File: src/rtl/core/cnd_pkg.sv
// types, codes and character constants for the cpio newc stream deframer
// no dependencies; used by cnd_fsm and cpio_newc_stream_deframer_top
package cnd_pkg;

    typedef enum logic [2:0] {
        PH_HDR,
        PH_NAME,
        PH_NPAD,
        PH_DATA,
        PH_DPAD,
        PH_END,
        PH_ERR
    } phase_t;

    typedef enum logic [2:0] {
        KIND_HDR  = 3'd0,
        KIND_NAME = 3'd1,
        KIND_NPAD = 3'd2,
        KIND_DATA = 3'd3,
        KIND_DPAD = 3'd4,
        KIND_IDLE = 3'd5
    } kind_t;

    typedef struct packed {
        kind_t kind;
        logic  header_valid;
        logic  record_last;
        logic  archive_end;
        logic  bad_magic;
    } res_flags_t;

    localparam logic [6:0] HDR_LEN     = 7'd110;
    localparam logic [6:0] MAGIC_LEN   = 7'd6;
    localparam logic [6:0] FSIZE_OFF   = 7'd54;
    localparam logic [6:0] NSIZE_OFF   = 7'd94;
    localparam logic [6:0] HEX_DIGITS  = 7'd8;
    localparam logic [3:0] TRAILER_LEN = 4'd10;
    localparam logic [3:0] NAME_POS_MAX = 4'd11;

    function automatic logic [7:0] magic_char(input logic [2:0] idx);
        logic [7:0] c;
        unique case (idx)
            3'd0:    c = 8'h30;
            3'd1:    c = 8'h37;
            3'd2:    c = 8'h30;
            3'd3:    c = 8'h37;
            3'd4:    c = 8'h30;
            3'd5:    c = 8'h31;
            default: c = 8'h00;
        endcase
        return c;
    endfunction

    function automatic logic [7:0] trailer_char(input logic [3:0] idx);
        logic [7:0] c;
        unique case (idx)
            4'd0:    c = 8'h54;
            4'd1:    c = 8'h52;
            4'd2:    c = 8'h41;
            4'd3:    c = 8'h49;
            4'd4:    c = 8'h4C;
            4'd5:    c = 8'h45;
            4'd6:    c = 8'h52;
            4'd7:    c = 8'h21;
            4'd8:    c = 8'h21;
            4'd9:    c = 8'h21;
            default: c = 8'h00;
        endcase
        return c;
    endfunction

endpackage

File: src/rtl/core/cnd_fsm.sv
// record walker: phase state machine, header counter, hex size decode,
// name/data counters and trailer match; depends on cnd_pkg
module cnd_fsm #(
    parameter int SIZE_BITS = 32
) (
    input  logic                   clk,
    input  logic                   rst_n,
    input  logic                   step,
    input  logic [7:0]             in_byte,
    output cnd_pkg::res_flags_t    flags,
    output logic [SIZE_BITS-1:0]   file_size,
    output logic [SIZE_BITS-1:0]   name_size
);

    cnd_pkg::phase_t phase_reg, phase_next;
    logic [6:0]           hdr_count_reg, hdr_count_next;
    logic [SIZE_BITS-1:0] accum_reg, accum_next;
    logic [SIZE_BITS-1:0] file_len_reg, file_len_next;
    logic [SIZE_BITS-1:0] name_len_reg, name_len_next;
    logic [SIZE_BITS-1:0] remaining_reg, remaining_next;
    logic [1:0]           align_reg, align_next;
    logic                 trailer_match_reg, trailer_match_next;
    logic [3:0]           name_pos_reg, name_pos_next;
    logic                 error_reg, error_next;

    logic                        magic_bad;
    logic                        hdr_done;
    logic [1:0]                  align_inc;
    logic                        name_hit;
    logic [SIZE_BITS-1:0]        rem_dec;
    logic                        rem_zero;
    logic                        fl_zero;
    logic                        in_fsize;
    logic                        in_nsize;
    logic [7:0]                  hex_adj;
    logic signed [7:0]           hex_s;
    logic signed [SIZE_BITS-1:0] hex_sx;
    logic [SIZE_BITS-1:0]        hex_ext;
    logic [SIZE_BITS-1:0]        accum_base;
    logic                        start_rec;
    logic                        last_c;

    assign magic_bad = (phase_reg == cnd_pkg::PH_HDR) && (hdr_count_reg < cnd_pkg::MAGIC_LEN)
                       && (in_byte != cnd_pkg::magic_char(hdr_count_reg[2:0]));
    assign hdr_done  = hdr_count_reg == (cnd_pkg::HDR_LEN - 7'd1);
    assign align_inc = align_reg + 2'd1;
    assign name_hit  = (phase_reg == cnd_pkg::PH_NAME) && (name_pos_reg == cnd_pkg::TRAILER_LEN)
                       && trailer_match_reg && (in_byte == 8'h00);
    assign rem_dec   = remaining_reg - SIZE_BITS'(1);
    assign rem_zero  = rem_dec == '0;
    assign fl_zero   = file_len_reg == '0;
    assign in_fsize  = (hdr_count_reg >= cnd_pkg::FSIZE_OFF)
                       && (hdr_count_reg < cnd_pkg::FSIZE_OFF + cnd_pkg::HEX_DIGITS);
    assign in_nsize  = (hdr_count_reg >= cnd_pkg::NSIZE_OFF)
                       && (hdr_count_reg < cnd_pkg::NSIZE_OFF + cnd_pkg::HEX_DIGITS);

    // hex digit: letters from 'A' upward, everything else relative to '0'
    assign hex_adj    = (in_byte >= 8'h41) ? in_byte - 8'h37 : in_byte - 8'h30;
    assign hex_s      = hex_adj;
    assign hex_sx     = hex_s;
    assign hex_ext    = (in_byte >= 8'h41) ? SIZE_BITS'(hex_adj) : hex_sx;
    assign accum_base = ((hdr_count_reg == cnd_pkg::FSIZE_OFF)
                         || (hdr_count_reg == cnd_pkg::NSIZE_OFF)) ? '0 : accum_reg;

    // next phase
    always_comb
    begin
        phase_next = phase_reg;
        unique case (phase_reg)
            cnd_pkg::PH_HDR:
            begin
                if (magic_bad)
                    phase_next = cnd_pkg::PH_ERR;
                else if (hdr_done)
                    phase_next = (name_len_reg == '0) ? cnd_pkg::PH_NPAD : cnd_pkg::PH_NAME;
            end
            cnd_pkg::PH_NAME:
            begin
                if (name_hit)
                    phase_next = cnd_pkg::PH_END;
                else if (rem_zero)
                begin
                    if (align_inc != 2'd0)
                        phase_next = cnd_pkg::PH_NPAD;
                    else
                        phase_next = fl_zero ? cnd_pkg::PH_HDR : cnd_pkg::PH_DATA;
                end
            end
            cnd_pkg::PH_NPAD:
            begin
                if (align_inc == 2'd0)
                    phase_next = fl_zero ? cnd_pkg::PH_HDR : cnd_pkg::PH_DATA;
            end
            cnd_pkg::PH_DATA:
            begin
                if (rem_zero)
                    phase_next = (align_inc == 2'd0) ? cnd_pkg::PH_HDR : cnd_pkg::PH_DPAD;
            end
            cnd_pkg::PH_DPAD:
            begin
                if (align_inc == 2'd0)
                    phase_next = cnd_pkg::PH_HDR;
            end
            cnd_pkg::PH_END,
            cnd_pkg::PH_ERR:
                phase_next = phase_reg;
            default:
                phase_next = cnd_pkg::PH_ERR;
        endcase
    end

    // per-byte outputs
    always_comb
    begin
        last_c = 1'b0;
        flags.header_valid = 1'b0;
        unique case (phase_reg)
            cnd_pkg::PH_HDR:
            begin
                flags.kind = cnd_pkg::KIND_HDR;
                flags.header_valid = hdr_done && !magic_bad;
            end
            cnd_pkg::PH_NAME:
            begin
                flags.kind = cnd_pkg::KIND_NAME;
                last_c = name_hit || (rem_zero && (align_inc == 2'd0) && fl_zero);
            end
            cnd_pkg::PH_NPAD:
            begin
                flags.kind = cnd_pkg::KIND_NPAD;
                last_c = (align_inc == 2'd0) && fl_zero;
            end
            cnd_pkg::PH_DATA:
            begin
                flags.kind = cnd_pkg::KIND_DATA;
                last_c = rem_zero && (align_inc == 2'd0);
            end
            cnd_pkg::PH_DPAD:
            begin
                flags.kind = cnd_pkg::KIND_DPAD;
                last_c = align_inc == 2'd0;
            end
            default:
                flags.kind = cnd_pkg::KIND_IDLE;
        endcase
        flags.record_last = last_c;
        flags.archive_end = phase_next == cnd_pkg::PH_END;
        flags.bad_magic   = error_next;
    end

    assign start_rec = last_c && !name_hit;
    assign file_size = file_len_next;
    assign name_size = name_len_next;

    // counters and decoded sizes
    always_comb
    begin
        hdr_count_next     = hdr_count_reg;
        accum_next         = accum_reg;
        file_len_next      = file_len_reg;
        name_len_next      = name_len_reg;
        remaining_next     = remaining_reg;
        align_next         = align_reg;
        trailer_match_next = trailer_match_reg;
        name_pos_next      = name_pos_reg;
        error_next         = error_reg || magic_bad;

        if (phase_reg == cnd_pkg::PH_HDR && !magic_bad)
        begin
            hdr_count_next = hdr_count_reg + 7'd1;
            align_next     = align_inc;
            accum_next     = accum_base;
            if (in_fsize || in_nsize)
                accum_next = (accum_base << 4) + hex_ext;
            if (hdr_count_reg == cnd_pkg::FSIZE_OFF + cnd_pkg::HEX_DIGITS - 7'd1)
                file_len_next = accum_next;
            if (hdr_count_reg == cnd_pkg::NSIZE_OFF + cnd_pkg::HEX_DIGITS - 7'd1)
                name_len_next = accum_next;
            if (hdr_done && name_len_reg != '0)
                remaining_next = name_len_reg;
        end

        if (phase_reg == cnd_pkg::PH_NAME && !name_hit)
        begin
            align_next     = align_inc;
            remaining_next = rem_dec;
            if (name_pos_reg < cnd_pkg::TRAILER_LEN
                && in_byte != cnd_pkg::trailer_char(name_pos_reg))
                trailer_match_next = 1'b0;
            if (name_pos_reg < cnd_pkg::NAME_POS_MAX)
                name_pos_next = name_pos_reg + 4'd1;
        end

        if (phase_reg == cnd_pkg::PH_NPAD || phase_reg == cnd_pkg::PH_DPAD)
            align_next = align_inc;

        if (phase_reg == cnd_pkg::PH_DATA)
        begin
            align_next     = align_inc;
            remaining_next = rem_dec;
        end

        if (phase_next == cnd_pkg::PH_DATA && phase_reg != cnd_pkg::PH_DATA)
            remaining_next = file_len_reg;

        if (start_rec)
        begin
            hdr_count_next     = '0;
            accum_next         = '0;
            align_next         = 2'd0;
            trailer_match_next = 1'b1;
            name_pos_next      = '0;
        end
    end

    always_ff @(posedge clk or negedge rst_n)
    begin
        if (!rst_n)
        begin
            phase_reg         <= cnd_pkg::PH_HDR;
            hdr_count_reg     <= '0;
            accum_reg         <= '0;
            file_len_reg      <= '0;
            name_len_reg      <= '0;
            remaining_reg     <= '0;
            align_reg         <= 2'd0;
            trailer_match_reg <= 1'b1;
            name_pos_reg      <= '0;
            error_reg         <= 1'b0;
        end
        else if (step)
        begin
            phase_reg         <= phase_next;
            hdr_count_reg     <= hdr_count_next;
            accum_reg         <= accum_next;
            file_len_reg      <= file_len_next;
            name_len_reg      <= name_len_next;
            remaining_reg     <= remaining_next;
            align_reg         <= align_next;
            trailer_match_reg <= trailer_match_next;
            name_pos_reg      <= name_pos_next;
            error_reg         <= error_next;
        end
    end

    a_hdr_count_range: assert property (@(posedge clk) disable iff (!rst_n)
        phase_reg == cnd_pkg::PH_HDR |-> hdr_count_reg < cnd_pkg::HDR_LEN)
        else $error("header counter past header length");

    a_name_pos_range: assert property (@(posedge clk) disable iff (!rst_n)
        name_pos_reg <= cnd_pkg::NAME_POS_MAX)
        else $error("name position past saturation");

    a_error_phase: assert property (@(posedge clk) disable iff (!rst_n)
        error_reg == (phase_reg == cnd_pkg::PH_ERR))
        else $error("error flag and error phase disagree");

    a_header_exit: assert property (@(posedge clk) disable iff (!rst_n)
        step && phase_reg == cnd_pkg::PH_HDR && hdr_done
        |=> phase_reg == cnd_pkg::PH_NAME || phase_reg == cnd_pkg::PH_NPAD)
        else $error("header end did not move to name or name pad");

endmodule

File: src/rtl/core/cpio_newc_stream_deframer_top.sv
// top level of the cpio newc stream deframer: stream ports and result register
// depends on cnd_pkg and cnd_fsm
//
// usage:
//   s_axis carries the archive one byte per request in s_axis_tdata[7:0].
//   m_axis returns one request per input byte: the byte, its class in
//   m_axis_tuser, m_axis_tlast on the final byte of each record, and in
//   m_axis_tdata the header_valid pulse, the decoded file and name sizes
//   and the archive_end / bad_magic status bits.
//   m_axis_tvalid rises in the cycle after input acceptance; one byte
//   per cycle is sustained while the receiver takes each result, set by the
//   single state update per byte in cnd_fsm feeding the result register.
//   s_axis_tready is high whenever the result register is empty or is
//   being taken in the same cycle, so a stalled receiver holds its result
//   and stops input only for as long as it stalls.
//   reset puts the walker at the start of a record header with all sizes
//   zero and clears the error and end status; the result register empties.
//   after the trailer name or a bad magic byte every further byte comes
//   back tagged idle.
module cpio_newc_stream_deframer_top #(
    parameter int SIZE_BITS = 32
) (
    input  logic                      clk,
    input  logic                      rst_n,
    input  logic                      s_axis_tvalid,
    output logic                      s_axis_tready,
    input  logic [7:0]                s_axis_tdata,   // in_byte
    output logic                      m_axis_tvalid,
    input  logic                      m_axis_tready,
    // out_byte, header_valid, file_size, name_size, archive_end, bad_magic
    output logic [((11 + 2 * SIZE_BITS + 7) / 8) * 8 - 1:0] m_axis_tdata,
    output logic [2:0]                m_axis_tuser,   // byte_kind
    output logic                      m_axis_tlast    // record_last
);

    localparam int DATA_BITS = 11 + 2 * SIZE_BITS;
    localparam int TDATA_W   = ((DATA_BITS + 7) / 8) * 8;

    logic                  step;
    cnd_pkg::res_flags_t   flags;
    logic [SIZE_BITS-1:0]  file_size;
    logic [SIZE_BITS-1:0]  name_size;
    logic                  valid_reg;
    logic [TDATA_W-1:0]    tdata_reg, tdata_next;
    logic [2:0]            tuser_reg;
    logic                  tlast_reg;

    assign s_axis_tready = !valid_reg || m_axis_tready;
    assign step          = s_axis_tvalid && s_axis_tready;

    cnd_fsm #(
        .SIZE_BITS (SIZE_BITS)
    ) u_fsm (
        .clk       (clk),
        .rst_n     (rst_n),
        .step      (step),
        .in_byte   (s_axis_tdata),
        .flags     (flags),
        .file_size (file_size),
        .name_size (name_size)
    );

    assign tdata_next = TDATA_W'({flags.bad_magic, flags.archive_end, name_size, file_size,
                                  flags.header_valid, s_axis_tdata});

    always_ff @(posedge clk or negedge rst_n)
    begin
        if (!rst_n)
            valid_reg <= 1'b0;
        else if (step)
            valid_reg <= 1'b1;
        else if (m_axis_tready)
            valid_reg <= 1'b0;
    end

    always_ff @(posedge clk)
    begin
        if (step)
        begin
            tdata_reg <= tdata_next;
            tuser_reg <= flags.kind;
            tlast_reg <= flags.record_last;
        end
    end

    assign m_axis_tvalid = valid_reg;
    assign m_axis_tdata  = tdata_reg;
    assign m_axis_tuser  = tuser_reg;
    assign m_axis_tlast  = tlast_reg;

    a_idle_no_last: assert property (@(posedge clk) disable iff (!rst_n)
        valid_reg && tuser_reg == cnd_pkg::KIND_IDLE |-> !tlast_reg)
        else $error("idle byte marked as record end");

    a_kind_range: assert property (@(posedge clk) disable iff (!rst_n)
        valid_reg |-> tuser_reg <= cnd_pkg::KIND_IDLE)
        else $error("byte class out of range");

    a_hv_is_header: assert property (@(posedge clk) disable iff (!rst_n)
        valid_reg && tdata_reg[8] |-> tuser_reg == cnd_pkg::KIND_HDR)
        else $error("header_valid on a non-header byte");

endmodule
File: config.mk
export PLATFORM = sky130hd
export DESIGN_NAME = cpio_newc_stream_deframer_top
export DESIGN_NICKNAME = d
export VERILOG_FILES = /design/src/rtl/core/cnd_pkg.sv /design/src/rtl/core/cnd_fsm.sv /design/src/rtl/core/cpio_newc_stream_deframer_top.sv
export SDC_FILE = /design/constraint.sdc
export NUM_CORES = 1
export LEC_CHECK = 0
export ABC_AREA = 1
export BUFFER_PORTS_ARGS = -buffer_cell sky130_fd_sc_hd__buf_4
export CORE_ASPECT_RATIO = 0.5
export CORE_MARGIN = 3
export CORE_UTILIZATION = 50
export DETAILED_ROUTE_END_ITERATION = 6
export GPL_ROUTABILITY_DRIVEN = 0
export HOLD_SLACK_MARGIN = 0.06
export PLACE_DENSITY = 0.73
export SLEW_MARGIN = 20
export SYNTH_ARGS = -nofsm -noshare
export SYNTH_HDL_FRONTEND = slang
export SYNTH_SLANG_ARGS = --single-unit
File: constraint.sdc
create_clock -name clk -period 5.06 [get_ports clk]
set_input_delay 1.012 -clock clk [delete_from_list [all_inputs] [get_ports clk]]
set_output_delay 1.012 -clock clk [all_outputs]
set_load 0.005 [all_outputs]
Word-level counts from Yosys, hierarchy flattened:

Memories as Yosys holds them, arrays and structs flattened.
Cells that the tools add are included.

* bits in registers: 226
* memory bits (read-only): 112
* input bits: 12
* output and inout bits: 86
* word-level logic and storage cells: 151
* memories: 1

Memories
* (name not given): words 16, bits a word 7, rd ports 1, clocked after Yosys merged registers in 0, wr ports 0, line cnd_pkg.sv:56 `unique case (idx)`

* add/sub/neg operators: 7
* magnitude comparators: 8
* equal/unequal tests: 22
* mux-type cells: 46
* reduce and logical (&&, ||, !) cells: 52

Operators by type and width (number)
* 32-bit two-way mux: 14
* 32-bit zero test: 3
* 32-bit adder: 1
* 32-bit nonzero test: 1
* 32-bit by 1-bit subtractor with 32-bit output, second input constant: 1
* 3-bit two-way mux: 9
* 7-bit equality test, second input constant: 3
* 3-bit equality test, second input constant: 6
* 1-bit logical AND: 18
* 3-bit one-hot mux with 6 select lines: 1
* 6-bit one-hot mux with 3 select lines: 1
* 8-bit two-way mux: 2
* 8-bit by 6-bit subtractor with 8-bit output, second input constant: 2
* 3-bit by 2-bit equality test with 1-bit output, second input constant: 5
* 3-bit one-hot mux with 5 select lines: 1
* 7-bit by 6-bit equality test with 1-bit output, second input constant: 2
* 2-bit two-way mux: 7
* 7-bit two-way mux: 2
* 4-bit two-way mux: 3
* 2-bit nonzero test: 6
* 3-bit AND reduction: 3
* 8-bit by 7-bit greater-or-equal comparator with 1-bit output, second input constant: 1
* 8-bit zero test: 1
* 4-bit less-than comparator, second input constant: 2
* 24 further kinds: 40

Depth between registers and ports, before layout:

Gate-level depths: netlist of the first run.

* word-level depth: 12
* mapped depth: 28
* depth with buffers taken out: 28

Modules after synthesis:

From an unflattened synthesis of the first run, not the netlist that was laid out.

* cell total of the unflattened synthesis: 1904
* area, all modules: 14123.5 um2

Modules (own cells, without submodules)
* cnd_fsm: times used 1, cells each 1813, area an instance 11664.9 um2, seq. area each 3654.8 um2
* cpio_newc_stream_deframer_top: times used 1, cells each 91, area an instance 2458.6 um2, seq. area each 2397.3 um2

Worst setup path before layout of the first run:

OpenSTA, ideal clock, no wires.

* path type: input to register
* from: input port s_axis_tdata[4]
* to: register tdata_reg[67] (netlist: m_axis_tdata[67]), data pin
* arrival time: 4581 ps
* required time: 4781 ps
* setup slack: 200 ps
* stages on the path: 24
* cell sequence: inv_1 ha_1 inv_1 nor2_1 nand3_1 nand2_1 nand2_1 nor2_1 inv_1 nand2_1 ha_1 a21oi_1 nand2_1 nand3_1 nand2_1 a21oi_1 inv_1 nand2_1 nand2_1 a21oi_1 xor2_1 nand2_1 o21ai_0 o21ai_0

* cells in the longest elaborated chain, start to end: 7
* elaborated cells between the ends (all ways): 13
* classes of those cells: 3 x add/sub; 1 x order compare; 1 x eq/ne; 5 x mux; 3 x reduce/logical

Ends and longest elaborated chain
* from (decl): line cpio_newc_stream_deframer_top.sv:27 `input logic [7:0] s_axis_tdata,`
* 8-bit by 6-bit subtractor with 8-bit output / 8-bit by 7-bit greater-or-equal comparator with 1-bit output (equally long branches): line cnd_fsm.sv:58, cnd_fsm.sv:61
* 8-bit two-way mux: line cnd_fsm.sv:58 `assign hex_adj = (in_byte >= 8'h41) ? in_byte - 8'h37 : in_byte - 8'h30;`
* 32-bit two-way mux: line cnd_fsm.sv:61 `assign hex_ext = (in_byte >= 8'h41) ? SIZE_BITS'(hex_adj) : hex_sx;`
* 32-bit adder: line cnd_fsm.sv:174 `accum_next = (accum_base << 4) + hex_ext;`
* 32-bit two-way mux: line cnd_fsm.sv:173 `if (in_fsize || in_nsize)`
* 32-bit two-way mux: line cnd_fsm.sv:177 `if (hdr_count_reg == cnd_pkg::NSIZE_OFF + cnd_pkg::HEX_DIGITS - 7'd1)`
* 32-bit two-way mux *: line cnd_fsm.sv:168 `if (phase_reg == cnd_pkg::PH_HDR && !magic_bad)`
* net name_size[26]: line cpio_newc_stream_deframer_top.sv:42 `logic [SIZE_BITS-1:0] name_size;`
* to (signal assigned): line cpio_newc_stream_deframer_top.sv:80 `tdata_reg <= tdata_next;`
* to (decl): line cpio_newc_stream_deframer_top.sv:44 `logic [TDATA_W-1:0] tdata_reg, tdata_next;`

The timed path passes the listed nets; every way through them passes the cells marked *.
A chain may end at the register's enable or synchronous reset.

Worst setup path in the final report of the first run:

* from: register u_fsm.hdr_count_reg[4]
* to: register u_fsm.file_len_reg[25]

* cells in the longest elaborated chain, start to end: 7
* elaborated cells between the ends (all ways): 21
* classes of those cells: 1 x add/sub; 5 x order compare; 3 x eq/ne; 4 x mux; 8 x reduce/logical

Ends and longest elaborated chain
* from (decl): line cnd_fsm.sv:16 `logic [6:0] hdr_count_reg, hdr_count_next;`
* from (signal assigned): line cnd_fsm.sv:234 `hdr_count_reg <= hdr_count_next;`
* 7-bit by 6-bit equality test with 1-bit output / 7-bit equality test (equally long branches): line cnd_fsm.sv:62, cnd_fsm.sv:63
* 1-bit logical OR: line cnd_fsm.sv:63 `|| (hdr_count_reg == cnd_pkg::NSIZE_OFF)) ? '0 : accum_reg;`
* 32-bit two-way mux: line cnd_fsm.sv:63
* 32-bit adder: line cnd_fsm.sv:174
* 32-bit two-way mux: line cnd_fsm.sv:173
* 32-bit two-way mux: line cnd_fsm.sv:175 `if (hdr_count_reg == cnd_pkg::FSIZE_OFF + cnd_pkg::HEX_DIGITS - 7'd1)`
* 32-bit two-way mux *: line cnd_fsm.sv:168
* net file_size[25]: line cpio_newc_stream_deframer_top.sv:41 `logic [SIZE_BITS-1:0] file_size;`
* to (signal assigned): line cnd_fsm.sv:236 `file_len_reg <= file_len_next;`
* to (decl): line cnd_fsm.sv:18 `logic [SIZE_BITS-1:0] file_len_reg, file_len_next;`

Marks and branches as above.

==> metrics.md, run 1 <==
| Metric | Value |
|---|---|
| Post-Syn Area | 0.01421 mm2 |
| Cts bufs inserted | 22 |
| Final Core Density | 58.92% |
| Detailed Route Iter0 Violations | 1,857 |
| FF-to-FF path depth | 22 |
| Max H-tree Level | 1 |
| # resized after CTS | 0 |
| Multi-input gate area | 0.007051 mm2 |
| Setup ws final | 0.5879 ns |
| DP Worst Slack | 0.1672 ns |
| R2R Path End | u_fsm.file_len_reg[25]$_DFFE_PN0P_ |
| CP endpoint | u_fsm.file_len_reg[25]$_DFFE_PN0P_ |
| RSZ-0062 raised after global routing | false |
| Skew final | 0.02315 ns |
| Critical Path RT | 5.52 ns |
| CTS Root Cell | clkbuf_16 |
| Post-synthesis sequential area ratio | 42.60% |
| Clock Path Buffers | 3 |
| Diode count | 0 |
| DP Wirelength | 30.58 mm |
| Rows | 42 |
| Crit share post-route | 88.38% |
| Endpoints failing hold | 0 |
| Status | complete, no violations |
| Global route overflow | 0 |
| Dpl cell area | 0.01526 mm2 |
| Mean Syn Cell Area | 7.263 um2 |
| Initial antenna violation count | 0 |
| Max Fclk | 0.2236 GHz |
| WL final | 41.93 mm |
| CTS tree | built |
| DR vias/cell | 5.628 |
| Final instance area | 0.01601 mm2 |
| Post-CTS Hold Fix Bufs | 0 |
| Die ar. | 0.03059 mm2 |
| Clock transition at the registers of the reported paths | 0.07 ns |
| Relative slew slack | 30.23% |
| Highest-count cells in the layout ignoring fill and taps | nand2_1, inv_1, o21ai_0 |
| CP arrival | 4.94 ns |
| Vias in the first global route | 12,290 |
| WL per Instance | 17.39 um |
| Slew at the pin with the worst max-slew slack | 1.047 ns |
| Number of flops mapped to enable cells by yosys | 79 |
| Syn Inst Count | 1,956 |
| Critical path origin | u_fsm.hdr_count_reg[4]$_DFFE_PN0P_ |
| Total track usage | 27.25% |
| Setup TNS | 0 ns |
| Static leakage | 0.007741 uW |
| Number of flip-flops in the largest register | 75 |
| Die Height | 125.2 um |
| Pre-Repair DR Iteration Count | 6 |
| CP startpoint kind | register |
| WHS | 0.4736 ns |
| Largest net degree at the start of global routing | 96 |
| Max-slew violations | 0 |
| Crit end category | register |
| Core box area | 0.02717 mm2 |
| Post-route minimum period | 4.472 ns |
| TritonCTS Sinks | 226 |
| #FFs+latches synth | 226 |
| DR vias | 13,570 |
| DRT antenna net count | 0 |
| Clock Latency Late Sink | 0.54 ns |
| Global-route wire length before repair | 66.88 mm |
| Setup repair bufs after CTS | 0 |
| Ys async rst share | 65.04% |
| Width of the die | 244.4 um |
| Hold Path Class | reg -> reg |
| # DRC | 0 |
| Port Buf Inserts | 92 |
| # fillers | 2,496 |
| Worst-path maximum fanout | 23 |
| Reg-to-Reg Start | u_fsm.hdr_count_reg[4]$_DFFE_PN0P_ |
| Synth unique cells | 45 |
| Layout cells sized above 1 | 10.11% |
| Register area | 0.006052 mm2 |
| Max-cap violations | 0 |
| Peak VDD IR | 0.0002452 V |
| CP Class | reg -> reg |
| Synth warnings | 0 |
| Area Growth Syn to Fin | 12.68% |
| Minimum setup slack among reg-to-reg paths | 0.59 ns |
| Main flop type after synthesis | dfrtp_1 |
| Initial Utilization | 52.29% |
| PD cells | 471.9 mW/mm2 |
| Nets | 2,078 |
| Final setup vio count | 0 |
| Number of I/O pins | 98 |
| Most common cell after layout, fill and taps aside | nand2_1 |
==> worst min-delay path by stage <==
stage / slack [ns] / cells past startpoint / start / end
after CTS: 0.47 / 2 / u_fsm.error_reg$_DFFE_PN0P_ / u_fsm.error_reg$_DFFE_PN0P_
final: 0.47 / 2 / u_fsm.accum_reg[1]$_DFFE_PN0P_ / u_fsm.accum_reg[1]$_DFFE_PN0P_
after global routing: 0.48 / 2 / u_fsm.error_reg$_DFFE_PN0P_ / u_fsm.error_reg$_DFFE_PN0P_
after detailed placement: 0.45 / 2 / u_fsm.error_reg$_DFFE_PN0P_ / u_fsm.error_reg$_DFFE_PN0P_
after global placement: 0.44 / 2 / u_fsm.error_reg$_DFFE_PN0P_ / u_fsm.error_reg$_DFFE_PN0P_
after floorplan: 0.43 / 2 / u_fsm.error_reg$_DFFE_PN0P_ / u_fsm.error_reg$_DFFE_PN0P_
==> final cells by class <==
| cell class | count | share of cell area [%] |
|---|---|---|
| Clock inverter | 12 | 0.8441 |
| Sequential cell | 226 | 37.81 |
| Multi-Input combinational cell | 1449 | 44.04 |
| Tap cell | 374 | 2.923 |
| Inverter | 200 | 4.721 |
| Clock buffer | 28 | 3.838 |
| Timing Repair Buffer | 122 | 5.823 |
==> synthesized netlist by cell type (all sizes together) (35+ instances only) <==
cell type	n	area, um2
a21oi	69	345.3
buf	36	201.4
clkbuf	49	183.9
dfrtp	146	3654
edfxtp	79	2372
ha	44	550.5
inv	198	743.2
nand2	673	2569
nand3	79	405.4
nand4	81	506.7
nor2	171	703.2
o21ai	201	1006
xor2	35	306.5
==> logic make-up after synthesis <==
logic type | count (synthesis) | synth area share (%)
simple gates | 1055 | 31.62
compound gates | 299 | 10.97
buf+inv | 285 | 7.997
flops | 226 | 42.60
xor+xnor | 45 | 2.774
fa+ha+maj | 45 | 4.016
other cells | 1 | 0.02640
==> power breakdown <==
group	switching [uW]	internal (uW)
sequential	328	2250
combinational	2240	998
clock	768	973
total	3340	4220
==> worst max-delay path, cell delays in order, from the launching register on <==
cell      delay, ns
dfrtp_1        0.50
inv_1          0.07
nor3_1         0.42
nand4_1        0.15
nand2_1        0.25
buf_4          0.33
nor2_1         0.11
ha_1           0.35
nand3_1        0.09
nand3_1        0.12
a21oi_1        0.10
buf_4          0.14
o21bai_1       0.24
a21oi_1        0.19
o21ai_0        0.35
nand2_1        0.12
nand3b_1       0.10
nand2_1        0.05
a21oi_1        0.38
nand2_1        0.09
nand2_1        0.10
nand2_1        0.06
nand2_1        0.09
==> metal layers <==
metal / wire (um) / up-vias / global-route usage [%]
met5: 0 / - / 0
met4: 700 / 0 / 5.439
met3: 4468 / 55 / 6.076
met2: 17430 / 670 / 39.15
met1: 19330 / 6325 / 42.08
li1: - / 6518 / -
==> per-stage QoR <==
step / instances / total power [uW]
floorplan: 1960 / 4834
global placement: 2371 / 5710
detailed placement: 2371 / 5752
CTS: 2411 / 7503
global route: 2411 / 8061
finish: 2411 / 7555
No activity file was read; power rests on OpenSTA's default activity.
==> run 2: changes to the inputs <==
--- a/config.mk
+++ b/config.mk
@@ -17,4 +17,5 @@
 export SLEW_MARGIN = 20
 export SYNTH_ARGS = -nofsm -noshare
 export SYNTH_HDL_FRONTEND = slang
+export SYNTH_HIERARCHICAL = 1
 export SYNTH_SLANG_ARGS = --single-unit
==> run 2 against run 1 <==
Worst setup slack got worse by 0.19 ns. Non-clock buffer count decreased by 3. Cell count decreased by 2.1%. Combinational power decreased by 11%. Critical path depth increased by 2. Largest power group unchanged. Core utilization decreased by 0.68 points. Cell area decreased by 1.3%. Fmax decreased by 4.2%. Total power decreased by 6.8%. Sequential share of layout area increased by 0.52 points. The flow now finishes with violations (design-rule violations). Wire length decreased by 1.5%.
==> metrics.md, run 2 <==
| Metric | Value |
|---|---|
| Sw frac | 42.31% |
| DR vias/cell | 5.589 |
| Synth unique cells | 54 |
| Cells along the critical path | buf_4 -> inv_1 -> ha_1 -> inv_1 -> nor3_1 -> nand3_1 -> and2_0 -> inv_1 -> o211ai_1 -> xor2_1 -> inv_1 -> ha_1 -> fa_1 -> nand2_1 -> nand2_1 -> o21ai_0 -> o21ai_0 -> a21oi_1 -> o21bai_1 -> a21oi_1 -> o21ai_0 -> o21ai_0 -> nand3_1 -> and2_1 |
| Initial antenna violation count | 0 |
| Synth warnings | 6 |
| Crit share post-route | 92.22% |
| Dpl cell area | 0.01511 mm2 |
| Area contributors post-synth | dfrtp_1, nand2_1, edfxtp_1, o21ai_0, inv_1 |
| Diode count | 0 |
| Reg power frac | 36.4% |
| Nets | 2,028 |
| Final setup vio count | 0 |
| Synth cell count leaders | nand2_1, o21ai_0, inv_1 |
| #FFs+latches synth | 226 |
| Skew final | 0.01064 ns |
| Total track usage | 26.77% |
| DRT antenna net count | 0 |
| Internal | 4063 uW |
| Syn Inst Count | 1,904 |
| Clock group share of total power | 22.9% |
| Detailed Route Iter0 Violations | 1,636 |
| CTS Root Cell | clkbuf_16 |
| PD cells | 446.0 mW/mm2 |
| CP Class | in -> reg |
| RSZ-0062 raised after global routing | false |
| Cts bufs inserted | 22 |
| Layout cells sized above 1 | 10.47% |
| Number of flip-flops in the largest register | 75 |
| Post-synthesis sequential area ratio | 42.85% |
| Area leader, netlist | dfrtp_1 |
| Non-filler cells, final | 2,361 |
| Max-slew violations | 0 |
| Rows | 42 |
| Endpoints failing hold | 0 |
| Highest-count cells in the layout ignoring fill and taps | nand2_1, o21ai_0, inv_1 |
| DR vias | 13,200 |
| Largest net degree at the start of global routing | 90 |
| Post-route minimum period | 4.667 ns |
| Ys async rst share | 65.04% |
| Most common cell in the synthesized netlist | nand2_1 |
| CP startpoint kind | input port |
| # resized after CTS | 0 |
| Worst-path maximum fanout | 3 |
| Width of the die | 243.7 um |
| Post-Syn Area | 0.01412 mm2 |
| Critical Path RT | 5.34 ns |
| Global-route wire length before repair | 65.32 mm |
| Peak VDD IR | 0.0002962 V |
| Final instance area | 0.01579 mm2 |
| DP Wirelength | 30.60 mm |
| Placed cell count | 2,321 |
| Setup repair bufs after CTS | 0 |
| FF-to-FF path depth | 18 |
| Failing checks | design-rule violations |
| Hold depth | 2 |
| Max H-tree Level | 1 |
| Pre-Repair DR Iteration Count | 7 |
| # fillers | 2,559 |
| Slew at the pin with the worst max-slew slack | 0.9316 ns |
| Number of flops mapped to enable cells by yosys | 79 |
| Mean Syn Cell Area | 7.418 um2 |
| Die Height | 124.8 um |
| Hold Path Class | reg -> reg |
| Core box area | 0.02712 mm2 |
| Most common cell after layout, fill and taps aside | nand2_1 |
| Clock Path Buffers | 3 |
| Static leakage | 0.007494 uW |
| WHS | 0.4669 ns |
| Relative slew slack | 37.89% |
| Main flop type after synthesis | dfrtp_1 |
| CTS tree | built |
| Port Buf Inserts | 92 |
| Status | finished with violations |
| Crit end category | register |
| Area Growth Syn to Fin | 11.82% |
| TritonCTS Sinks | 226 |
| Comb pwr share | 40.7% |
| Post-CTS Hold Fix Bufs | 0 |
| Clock Latency Late Sink | 0.53 ns |
| Crit-path max cell delay | 0.39 ns |
| CP max-delay cell | fa_1 |
| Psw | 2980 uW |
| WL per Instance | 17.50 um |
| Vias in the first global route | 11,900 |
| Final Core Density | 58.24% |
| Die ar. | 0.03042 mm2 |
| WL final | 41.31 mm |
| Max Fclk | 0.2143 GHz |
| Max-cap violations | 0 |
| Global route overflow | 0 |
| # DRC | 1 |
| Initial Utilization | 52.09% |
| Top-area cell type share of the netlist area | 25.87% |
| Clock transition at the registers of the reported paths | 0.06 ns |
| Number of I/O pins | 98 |
| CP arrival | 4.94 ns |
[run 2: cell count changes in the layout (fill, tap and decap cells not counted), moves of 5 or more]
cell	delta
o22ai_1	+28
a21oi_1	-20
nand4_1	-19
nand2_1	-14
inv_1	-13
xor2_1	-12
nand3b_1	+9
o21ai_1	-9
o21ai_0	-8
nand3_1	-7
nor2_2	-5
[run 2: cell families (layout without fill, tap and decap cells)]
kind of cell    Yosys count  after routing  synth area share, %
fa+ha+maj                45             45                4.040
xor+xnor                 31             31                1.922
flops                   226            226                42.85
other cells               1              5              0.02655
compound gates          302            302                11.74
buf+inv                 264            343                7.760
simple gates           1035           1035                31.66
[run 2: worst paths after layout]
path                                                           end                               start  slack (ns)
max in group asynchronous       u_fsm/remaining_reg[4]$_DFFE_PN0P_                               rst_n        3.48
worst max register to register          m_axis_tdata[33]$_DFFE_PP_  u_fsm/hdr_count_reg[3]$_DFFE_PN0P_        0.60
worst min-delay path                   u_fsm/error_reg$_DFFE_PN0P_         u_fsm/error_reg$_DFFE_PN0P_        0.47
worst max-delay path                    m_axis_tdata[33]$_DFFE_PP_                     s_axis_tdata[4]        0.39
min in group asynchronous          u_fsm/accum_reg[11]$_DFFE_PN0P_                               rst_n        0.57
worst min register to register         u_fsm/error_reg$_DFFE_PN0P_         u_fsm/error_reg$_DFFE_PN0P_        0.47
[run 2: layout make-up]
type | count | area [um2] | share of cell area [%]
clock buffer | 30 | 611.8 | 3.874
clock inverter | 10 | 67.56 | 0.4278
inverter | 184 | 690.7 | 4.373
tap | 374 | 467.9 | 2.963
timing repair buffer | 119 | 897.1 | 5.681
multi-input combinational | 1418 | 7005 | 44.36
sequential | 226 | 6052 | 38.32
[run 2: metrics by stage]
step           setup TNS (ns)  setup slack (ns)  power [uW]
6_report                    0            0.3935        7043
5_1_grt                     0           0.03650        7523
4_1_cts                     0            0.4672        6993
3_5_place_dp          -0.2503          -0.06628        5376
3_3_place_gp                0           0.06261        5330
2_1_floorplan               0            0.1643        4661
[run 2: critical path: cells and delay by family]
family | cells | cell delay [ns]
simple gates | 7 | 0.96
fa+ha+maj | 3 | 0.80
buf+inv | 5 | 0.42
compound gates | 8 | 1.60
xor+xnor | 1 | 0.17
[run 2: metal layers]
layer | GRT usage [%] | share of wire, %
met3 | 8.238 | 11
met5 | 0 | 0
met4 | 4.916 | 1.7
met1 | 40.71 | 47
met2 | 37.42 | 40
[run 2: power groups by stage]
stage               Combinational [uW]  Sequential (uW)  Clock (uW)
global placement                  2750             2580           0
global route                      3210             2610        1710
detailed placement                2790             2590           0
finish                            2870             2560        1610
floorplan                         2140             2520           0
CTS                               2810             2560        1630
